<file path="src/sv/vnu_pkg.sv">
package vnu_pkg;
  localparam int COMP_W = 32;
  localparam int MAG_W  = 32;
  localparam int SUM_W  = 64;
  localparam int ROOT_W = 32;
  localparam int REM_W  = 35;
  localparam int UNIT_W = 18;
  localparam int NLANE  = 3;

  typedef struct packed {
    logic [MAG_W-1:0] mag;
    logic             neg;
  } comp_t;

  typedef struct packed {
    logic [SUM_W-1:0] sum;
    comp_t            x;
    comp_t            y;
    comp_t            z;
    logic             point;
  } item_t;
endpackage

</file>
<file path="src/sv/vnu_queue.sv">
module vnu_queue (
  input  logic           clk_i,
  input  logic           rst_ni,
  input  logic           push_i,
  input  vnu_pkg::item_t item_i,
  input  logic           pop_i,
  output logic           full_o,
  output logic           valid_o,
  output vnu_pkg::item_t item_o
);
  vnu_pkg::item_t slot_q [2];
  logic       wr_q, rd_q;
  logic [1:0] cnt_q;
  logic       do_push, do_pop;

  assign full_o  = (cnt_q == 2'd2);
  assign valid_o = (cnt_q != 2'd0);
  assign item_o  = slot_q[rd_q];
  assign do_push = push_i && !full_o;
  assign do_pop  = pop_i && valid_o;

  always_ff @(posedge clk_i or negedge rst_ni) begin
    if (!rst_ni) begin
      wr_q  <= 1'b0;
      rd_q  <= 1'b0;
      cnt_q <= 2'd0;
    end else begin
      if (do_push) wr_q <= ~wr_q;
      if (do_pop) rd_q <= ~rd_q;
      cnt_q <= cnt_q + {1'b0, do_push} - {1'b0, do_pop};
    end
  end

  always_ff @(posedge clk_i) begin
    if (do_push) slot_q[wr_q] <= item_i;
  end
endmodule

</file>
<file path="config.mk">
export PLATFORM = sky130hd
export DESIGN_NAME = vnu_queue
export DESIGN_NICKNAME = d
export VERILOG_FILES = /design/src/sv/vnu_pkg.sv /design/src/sv/vnu_queue.sv
export SDC_FILE = /design/constraint.sdc
export NUM_CORES = 1
export LEC_CHECK = 0
export ABC_AREA = 1
export BUFFER_PORTS_ARGS = -buffer_cell sky130_fd_sc_hd__buf_4
export CORE_MARGIN = 5
export CORE_UTILIZATION = 25
export CTS_BUF_LIST = sky130_fd_sc_hd__clkbuf_8 sky130_fd_sc_hd__clkbuf_16
export DETAILED_ROUTE_END_ITERATION = 16
export HOLD_SLACK_MARGIN = 0.12
export PLACE_DENSITY = 0.53
export SLEW_MARGIN = 20
export SYNTH_ARGS = -nofsm -noshare
export SYNTH_HDL_FRONTEND = slang
export SYNTH_SLANG_ARGS = --single-unit
</file>
<file path="constraint.sdc">
create_clock -name clk_i -period 11.3 [get_ports clk_i]
set_input_delay 1.13 -clock clk_i [delete_from_list [all_inputs] [get_ports clk_i]]
set_output_delay 1.13 -clock clk_i [all_outputs]
set_load 0.02 [all_outputs]
</file>
==> impl_metrics.ini, run 1 <==
[finish]
areaGrowthSynthToFinish_pct = 36.1
nFillCells = 4734
most-common-layout-cells = sky130_fd_sc_hd__nand2_1 (505), sky130_fd_sc_hd__buf_4 (341), sky130_fd_sc_hd__edfxtp_1 (328)
antenna_cells_inserted = 0
drive_gt1_share_pct = 31.1
finish.net_count = 1404
layout.cells.most_common = sky130_fd_sc_hd__nand2_1

[global_routing]
antenna_found_initial = 0
globalRouteOverflowTotal = 0
grt_max_degree = 87
first_pass_grt_wire_length_um = 45500
number_of_global_route_vias_before_repair = 7746
grt_util_all_layers_pct = 11.0

[logic_synthesis]
synth_cell_types = 10
area_share_of_the_largest_cell_type_after_synthesis_pct = 81.4
sequential_to_total_area_share_from_yosys_stat_pct = 82.2
syn-instance-count = 889
synth-seq-cells = 332
synthesis.yosys.warnings = 0
netlist_area_um2 = 12100
synth_top_cell_by_area = sky130_fd_sc_hd__edfxtp_1
synthTopCellsByArea = sky130_fd_sc_hd__edfxtp_1 (81%), sky130_fd_sc_hd__nand2_1 (16%), sky130_fd_sc_hd__buf_2 (1.4%)
average_cell_area_after_synthesis_um2 = 13.6
synth.net_count = 1059

[cts]
number_of_buffers_added_for_setup_after_cts = 0
htree_levels = 2
holdBufCountCts = 0
clock_sinks = 332
tritoncts = built
ctsRootBufferMaster = sky130_fd_sc_hd__clkbuf_16
cts.reportedPaths.clkPinSlew_ns = 0.05
clk-insertion-delay-late_ns = 0.54
clockBufferDepth = 3
cts-buffers-inserted = 38
cts_resized = 0

[placement]
numPortBuffers = 333
hpwl_um = 20000
place.gp.congestion = 0.755
preCtsSetupSlack_ns = 7.64

[sta]
timing.final.crit_period_ns = 4.14
final-setup-viol-count = 0
finalCritPeriodShare_pct = 36.6
timing.final.max_slew_violations = 0
fin_skew_ns = 0.0142
setup_ws_ns = 7.16
maxSlewHeadroom_pct = 37.8
tightestPinTransition_ns = 0.933
timing.final.hold_violations = 0
achievable-frequency_mhz = 242
rsz0062_at_grt = false
fin_tns_setup_ns = 0

[critical_path]
slowest_stage = sky130_fd_sc_hd__buf_4
worst-path-buf-inv = 3
path_cells = inv_6 > buf_4 > nand2_1 > nand2_1 > buf_4
critPathKind = register to primary output
timing.critical_path.to_type = primary output
required_time_at_the_endpoint_of_the_critical_path_ns = 10.17
worst-endpoint-arrival_ns = 3.01
cpPeakStageDelay_ns = 0.77
timing.critical_path.max_delay_family = buffers and inverters
worstPathMaxFanout = 86
worstSetupStartpointType = register

[run_status]
result_of_the_run = completed

[routing]
detailedRoute.firstPassIterationCount = 4
first_iter_violations = 439
ant_nets_after_route = 0
drt-wirelength-per-cell_um = 16.2
vias_per_inst = 4.05
via_count = 7611
drt_drc_violations_left = 0
wl_um = 30500

[pwr]
p_leak_nw = 6.92
power_density_cells_nw_per_um2 = 281
ir_drop_v = 0.000233

[die]
coreArea_um2 = 47800
die_area_um2 = 52900
boundaryPins = 334
die_width_um = 230
dieHeight_um = 230
start_util_pct = 25.3
rows = 80

[job]
maxCapViolations = 0

[hold_path]
hold_class = primary input to async pin
Yosys cell counts:
library cell                 n
sky130_fd_sc_hd__dfrtp_1     4
sky130_fd_sc_hd__nor2_1      1
sky130_fd_sc_hd__clkbuf_1    1
sky130_fd_sc_hd__inv_1       9
sky130_fd_sc_hd__nand2_1   505
sky130_fd_sc_hd__nand3_1     3
sky130_fd_sc_hd__inv_2       1
sky130_fd_sc_hd__edfxtp_1  328
sky130_fd_sc_hd__buf_2      35
sky130_fd_sc_hd__ha_1        2
path summary, 6_finish.rpt:
check                              startpoint                      end  slack, ns  cells after the start
hold / removal                         rst_ni         wr_q$_DFFE_PN0N_       0.40                      1
min in group clk_i           wr_q$_DFFE_PN0N_         wr_q$_DFFE_PN0N_       0.48                      2
setup / recovery             rd_q$_DFFE_PN0P_              item_o[147]       7.16                      5
max in group asynchronous              rst_ni         rd_q$_DFFE_PN0P_      10.78                      1
setup reg to reg           cnt_q[1]$_DFF_PN0_  slot_q[1][48]$_DFFE_PP_       8.70                      5
hold reg to reg              wr_q$_DFFE_PN0N_         wr_q$_DFFE_PN0N_       0.48                      2
power by group:
part	internal, W	switching, W
Sequential	0.00168	0.0000716
Combinational	0.000569	0.00114
Clock	0.000696	0.000468
worst reg2reg max path, delay by kind of cell, from the launching register on:
family | cells | cell delay [ns]
buffers and inverters | 2 | 1.34
DFF | 1 | 0.40
and+or+nand+nor | 3 | 0.38
layout make-up:
type                       count  area [um2]  share of cell area, %
clock buffer                  41        1030                   6.23
sequential                   332        9950                   60.4
clock inverter                28         173                   1.05
tap                          615         769                   4.67
inverter                      10        47.5                  0.289
timing repair buffer         341        2560                   15.5
multi-input combinational    511        1950                   11.8
state kept, by name, summed over array words and instances, names as in the netlist:
register,cells
cnt_q,2
wr_q,1
rd_q,1
slot_q,328
metal layers:
metal / routed length, um / GRT usage (%) / up-vias / part of all wire, %
li1: - / - / 3689 / -
met1: 12900 / 13.9 / 3592 / 42
met2: 13800 / 17.1 / 283 / 45
met3: 3140 / 4.84 / 47 / 10
met4: 614 / 3.44 / 0 / 2.0
met5: 0 / 0 / - / 0
cell families (layout without fill, tap and decap cells):
family                     Yosys count  after routing  share of synthesized area (%)
buffers and inverters               46            420                           1.79
DFF                                332            332                           82.2
and+or+nand+nor                    509            509                           15.8
adders and majority gates            2              2                          0.207
per-stage QoR:
stage          cells  cell area, um2  util (%)  hold slack, ns  total power, W
2_1_floorplan    889           12100         -           0.442         0.00278
3_3_place_gp    1809           15300      31.9           0.455         0.00352
3_5_place_dp    1809           15300      31.9           0.470         0.00353
4_1_cts         1878           16500      34.4           0.354         0.00472
5_1_grt         1878           16500      34.4           0.359         0.00490
6_report        1878           16500      34.4           0.397         0.00462
No activity file was read; power rests on OpenSTA's default activity.
==> run 2: changes to the inputs <==
--- a/config.mk
+++ b/config.mk
@@ -5,14 +5,14 @@
 export SDC_FILE = /design/constraint.sdc
 export NUM_CORES = 1
 export LEC_CHECK = 0
-export ABC_AREA = 1
+export ABC_AREA = 0
 export BUFFER_PORTS_ARGS = -buffer_cell sky130_fd_sc_hd__buf_4
 export CORE_MARGIN = 5
 export CORE_UTILIZATION = 25
 export CTS_BUF_LIST = sky130_fd_sc_hd__clkbuf_8 sky130_fd_sc_hd__clkbuf_16
 export DETAILED_ROUTE_END_ITERATION = 16
 export HOLD_SLACK_MARGIN = 0.12
-export PLACE_DENSITY = 0.53
+export PLACE_DENSITY = 0.55
 export SLEW_MARGIN = 20
 export SYNTH_ARGS = -nofsm -noshare
 export SYNTH_HDL_FRONTEND = slang
==> constraint.sdc (replaced) <==
create_clock -name clk_i -period 3.45 [get_ports clk_i]
set_input_delay 0.345 -clock clk_i [delete_from_list [all_inputs] [get_ports clk_i]]
set_output_delay 0.345 -clock clk_i [all_outputs]
set_load 0.02 [all_outputs]
==> impl_metrics.ini, run 2 <==
[pwr]
p_leak_nw = 6.77
ir_drop_v = 0.000522
power_density_cells_nw_per_um2 = 815

[logic_synthesis]
async_reset_ff_share_pct = 1.20
synthesis.yosys.warnings = 0
synthTopCellsByArea = sky130_fd_sc_hd__edfxtp_1 (81%), sky130_fd_sc_hd__mux2_2 (15%), sky130_fd_sc_hd__buf_6 (1.6%)
netlist_area_um2 = 12100
syn-instance-count = 528
synth_cell_types = 15
post-synth-top-count-cell = sky130_fd_sc_hd__edfxtp_1
netlist_top_cells_count = sky130_fd_sc_hd__edfxtp_1 (328), sky130_fd_sc_hd__mux2_2 (164), sky130_fd_sc_hd__buf_6 (17)
ys_dominant_reg_cell = sky130_fd_sc_hd__edfxtp_1
sequential_to_total_area_share_from_yosys_stat_pct = 82.3
area_share_of_the_largest_cell_type_after_synthesis_pct = 81.4
synth.net_count = 698
average_cell_area_after_synthesis_um2 = 22.9
synth_top_cell_by_area = sky130_fd_sc_hd__edfxtp_1
synth-seq-cells = 332
synth_edf_count = 328

[sta]
timing.final.hold_violations = 0
finalCritPeriodShare_pct = 74.2
tightestPinTransition_ns = 0.620
achievable-frequency_mhz = 390
maxSlewHeadroom_pct = 58.6
timing.final.max_slew_violations = 0
timing.final.crit_period_ns = 2.56
holdWs_ns = 0.165
rsz0062_at_grt = false
final-setup-viol-count = 0
setup_ws_ns = 0.889
fin_skew_ns = 0.0193

[cts]
ctsRootBufferMaster = sky130_fd_sc_hd__clkbuf_16
htree_levels = 2
tritoncts = built
clk-insertion-delay-late_ns = 0.53
clockBufferDepth = 3
cts-buffers-inserted = 37
cts_resized = 0
cts.reportedPaths.clkPinSlew_ns = 0.06
clock_sinks = 332

[critical_path]
crit-reg2reg-launch = cnt_q[1]$_DFF_PN0_
worst-endpoint-arrival_ns = 2.22
critPathKind = register to primary output
ff2ff_path_depth = 4
timing.critical_path.to_type = primary output
r2r_end = slot_q[0][159]$_DFFE_PP_
worst_setup_path_endpoint = item_o[143]
required_time_at_the_endpoint_of_the_critical_path_ns = 3.11
worstSetupStartpointType = register
worstPathMaxFanout = 63
r2r_setup_slack_ns = 1.42
cp_startpoint = rd_q$_DFFE_PN0P_

[global_routing]
first_pass_grt_wire_length_um = 43300
number_of_global_route_vias_before_repair = 7602
globalRouteOverflowTotal = 0
grt_util_all_layers_pct = 10.4
antenna_found_initial = 0
grt_max_degree = 75

[routing]
via_count = 6803
wl_um = 28400
vias_per_inst = 3.99
first_iter_violations = 328
drt-wirelength-per-cell_um = 16.6
drt_drc_violations_left = 0
detailedRoute.firstPassIterationCount = 4
ant_nets_after_route = 0

[die]
die_area_um2 = 52900
rows = 80
coreArea_um2 = 47800
dieHeight_um = 230
start_util_pct = 25.3
boundaryPins = 334
die_width_um = 230

[placement]
post-place-cells = 1471
place.gp.congestion = 0.714
preCtsSetupSlack_ns = 1.38
numPortBuffers = 333
hpwl_um = 18300
postPlaceCellArea_um2 = 15400

[finish]
layout.cell_area.non_filler_um2 = 18200
antenna_cells_inserted = 0
nFillCells = 4414
top_register = slot_q
finish.net_count = 1232
areaGrowthSynthToFinish_pct = 50.6
largest_registers = slot_q x328, cnt_q x2
drive_gt1_share_pct = 52.4
layout.cells.most_common = sky130_fd_sc_hd__buf_4
most-common-layout-cells = sky130_fd_sc_hd__buf_4 (340), sky130_fd_sc_hd__edfxtp_1 (328), sky130_fd_sc_hd__dlygate4sd3_1 (167)
postLayoutCoreUtil_pct = 38.1
number_of_flip_flops_in_the_largest_register = 328
final-instance-count-excl-fill = 1703

[job]
maxCapViolations = 0

[run_status]
result_of_the_run = completed

[hold_path]
hold_class = primary input to async pin
==> run 2: worst max-delay path: stages, from the launching register on <==
cell                      delay (ns)
sky130_fd_sc_hd__dfrtp_4        0.67
sky130_fd_sc_hd__buf_12         0.33
sky130_fd_sc_hd__mux2_2         0.40
sky130_fd_sc_hd__buf_4          0.16
==> run 2: where the power goes <==
part	internal, W	total [W]	switching (W)
Combinational	0.00239	0.00529	0.00290
Clock	0.00227	0.00380	0.00153
Sequential	0.00551	0.00575	0.000240
Total	0.0102	0.0148	0.00467
==> run 2: final cells by class <==
type                    instances  area [um2]  area share [%]
flip-flops and latches        332        9950            54.6
repair buffers                513        4340            23.8
clock inverters                26         210            1.15
clock buffers                  39         976            5.36
inverters                       2        7.51          0.0412
well taps                     615         769            4.22
multi-input cells             176        1960            10.7
==> run 2: worst min-delay path by stage <==
stage	from	to	slack [ns]	depth (start not counted)
after CTS	rst_ni	cnt_q[1]$_DFF_PN0_	0.14	2
after detailed placement	rst_ni	cnt_q[1]$_DFF_PN0_	0.15	1
after global placement	rst_ni	cnt_q[1]$_DFF_PN0_	0.15	1
final	rst_ni	cnt_q[1]$_DFF_PN0_	0.16	2
after global routing	rst_ni	cnt_q[1]$_DFF_PN0_	0.14	2
after floorplan	rst_ni	cnt_q[0]$_DFF_PN0_	0.05	0
==> run 2: per-stage QoR <==
| stage | TNS (ns) | power, W |
|---|---|---|
| final | 0 | 0.0148 |
| after CTS | 0 | 0.0151 |
| after detailed placement | 0 | 0.0111 |
| after floorplan | -9.96 | 0.00899 |
| after global routing | 0 | 0.0156 |
| after global placement | 0 | 0.0110 |
==> run 2: kinds of logic after synthesis <==
| logic type | after synthesis | share of synthesized area, % |
|---|---|---|
| fa+ha+maj | 2 | 0.207 |
| buf+inv | 20 | 1.69 |
| xor+xnor | 4 | 0.290 |
| mux | 164 | 15.3 |
| simple gates | 6 | 0.290 |
| flops | 332 | 82.3 |
==> run 2: timing repair <==
action / 4_1_cts / 5_1_grt
setup buffers: 0 / 0
setup endpoints to repair: 0 / 0
hold endpoints to repair: 334 / 0
hold buffers: 167 / 0
==> run 2: metal layers <==
| metal | vias up | wire length, um | GRT usage [%] |
|---|---|---|---|
| met5 | - | 0 | 0 |
| met4 | 0 | 610 | 3.31 |
| met3 | 38 | 2350 | 3.66 |
| met2 | 257 | 13900 | 17.5 |
| met1 | 3340 | 11500 | 12.5 |
| li1 | 3168 | - | - |
==> run 3: changes to the inputs <==
==> constraint.sdc (replaced) <==
create_clock -name clk_i -period 2.1 [get_ports clk_i]
set_input_delay 0.21 -clock clk_i [delete_from_list [all_inputs] [get_ports clk_i]]
set_output_delay 0.21 -clock clk_i [all_outputs]
set_load 0.02 [all_outputs]
==> impl_metrics.ini, run 3 (synthesis results as in run 2) <==
[placement]
hpwl_um = 19200
numPortBuffers = 333
place.gp.congestion = 0.734
preCtsSetupSlack_ns = 0.320

[finish]
drive_gt1_share_pct = 53.4
finish.net_count = 1268
layout.cells.most_common = sky130_fd_sc_hd__edfxtp_1
number_of_flip_flops_in_the_largest_register = 328
largest_registers = slot_q x328, cnt_q x2
top_register = slot_q
most-common-layout-cells = sky130_fd_sc_hd__edfxtp_1 (328), sky130_fd_sc_hd__buf_4 (241), sky130_fd_sc_hd__dlygate4sd3_1 (168)
antenna_cells_inserted = 0
areaGrowthSynthToFinish_pct = 58.7
postLayoutCoreUtil_pct = 40.1

[global_routing]
grt_util_all_layers_pct = 10.9
first_pass_grt_wire_length_um = 45200
grt_max_degree = 67
antenna_found_initial = 0
globalRouteOverflowTotal = 0
number_of_global_route_vias_before_repair = 7814

[pwr]
power_density_cells_nw_per_um2 = 1370
ir_drop_v = 0.000777
p_leak_nw = 7.25

[run_status]
result_of_the_run = finished, violations left
violations = negative setup slack

[critical_path]
worstPathMaxFanout = 7
r2r_end = cnt_q[1]$_DFF_PN0_
worst-endpoint-arrival_ns = 1.93
timing.critical_path.max_delay_family = buffers and inverters
crit-reg2reg-launch = cnt_q[1]$_DFF_PN0_
slowest_stage = sky130_fd_sc_hd__dfrtp_4
critPathKind = register to primary output
r2r_setup_slack_ns = 0.25
path_cells = buf_12 > buf_12 > buf_16 > mux2_4 > buf_6
ff2ff_path_depth = 7
worstSetupStartpointType = register
required_time_at_the_endpoint_of_the_critical_path_ns = 1.89
cp_startpoint = rd_q$_DFFE_PN0P_
cpPeakStageDelay_ns = 0.50
worst-path-stages = 5
timing.critical_path.to_type = primary output
worst-path-buf-inv = 4
worst_setup_path_endpoint = item_o[109]
critical_path.most_common_cell = sky130_fd_sc_hd__buf_12

[routing]
wl_um = 29800
ant_nets_after_route = 0
first_iter_violations = 239
detailedRoute.firstPassIterationCount = 4
via_count = 6948
drt-wirelength-per-cell_um = 17.2
vias_per_inst = 4.00
drt_drc_violations_left = 0

[cts]
ctsRootBufferMaster = sky130_fd_sc_hd__clkbuf_16
clock_sinks = 332
cts-buffers-inserted = 37
cts.reportedPaths.clkPinSlew_ns = 0.06
clk-insertion-delay-late_ns = 0.52
tritoncts = built
htree_levels = 2
clockBufferDepth = 3

[sta]
fin_skew_ns = 0.00965
timing.final.max_slew_violations = 0
fin_tns_setup_ns = -0.804
tightestPinTransition_ns = 0.442
achievable-frequency_mhz = 467
finalCritPeriodShare_pct = 102
timing.final.hold_violations = 0
setup_ws_ns = -0.0436
timing.final.crit_period_ns = 2.14
maxSlewHeadroom_pct = 70.5
final-setup-viol-count = 57
rsz0062_at_grt = true
holdWs_ns = 0.409

[job]
maxCapViolations = 0

[die]
dieHeight_um = 230
die_width_um = 230
boundaryPins = 334
rows = 80
coreArea_um2 = 47800
die_area_um2 = 52900
start_util_pct = 25.3

[hold_path]
hold_class = primary input to register
-- run 3: cell count changes in the layout (fill, tap and decap cells not counted), sizes merged --
| cell | before | now |
|---|---|---|
| buf | 346 | 380 |
| dlygate4sd3 | 167 | 168 |
| bufbuf | 0 | 1 |
| clkinv | 13 | 14 |
| clkinvlp | 3 | 0 |
| inv | 9 | 8 |
| bufinv | 3 | 2 |
-- run 3: worst min-delay path by stage --
stage                start                  endpoint  slack (ns)  depth (start not counted)
3_3_place_gp        rst_ni        cnt_q[0]$_DFF_PN0_        0.01                          1
4_1_cts         item_i[16]   slot_q[0][16]$_DFFE_PP_        0.37                          2
2_1_floorplan       rst_ni        cnt_q[0]$_DFF_PN0_       -0.09                          0
5_1_grt        item_i[157]  slot_q[0][157]$_DFFE_PP_        0.38                          2
6_report       item_i[157]  slot_q[0][157]$_DFFE_PP_        0.41                          2
3_5_place_dp        rst_ni        cnt_q[0]$_DFF_PN0_        0.01                          1
-- run 3: repair_timing --
item	in CTS	in global routing
setup buffers	13	0
endpoints found under the setup margin	140	142
hold buffers	168	0
gates resized for setup	138	9
hold endpoints to repair	334	0
gates cloned	6	0
-- run 3: worst register-to-register path, delay by kind of cell, from the launching register on --
family        cells  cell delay [ns]
flops             1             0.40
simple gates      2             0.52
fa+ha+maj         2             0.47
buf+inv           1             0.04
xor+xnor          2             0.34
-- run 3: where the power goes --
group,total (W),leakage (nW),switching [W],internal (W)
Combinational,0.0110,3.59,0.00538,0.00562
Clock,0.00590,0.567,0.00242,0.00349
Sequential,0.00936,3.09,0.000311,0.00905
-- run 3: metrics by stage --
step                      total power, W  area, um2  instances
after global placement            0.0187      15600       1490
after CTS                         0.0267      19200       1736
after global routing              0.0275      19200       1735
after floorplan                   0.0148      12100        528
final                             0.0263      19200       1735
after detailed placement          0.0187      15600       1490
-- run 3: final cells by class --
type	instances	area (um2)
clock buffers	39	953
well taps	615	769
inverters	2	7.51
repair buffers	549	5350
clock inverters	22	143
flip-flops and latches	332	9950
multi-input cells	176	2020
fillers	4319	28600
-- run 3: metal layers --
layer | vias up | wire, um | global-route usage [%]
met1 | 3425 | 12100 | 12.9
met2 | 242 | 14700 | 18.8
li1 | 3242 | - | -
met5 | - | 0 | 0
met3 | 39 | 2420 | 3.85
met4 | 0 | 631 | 3.23
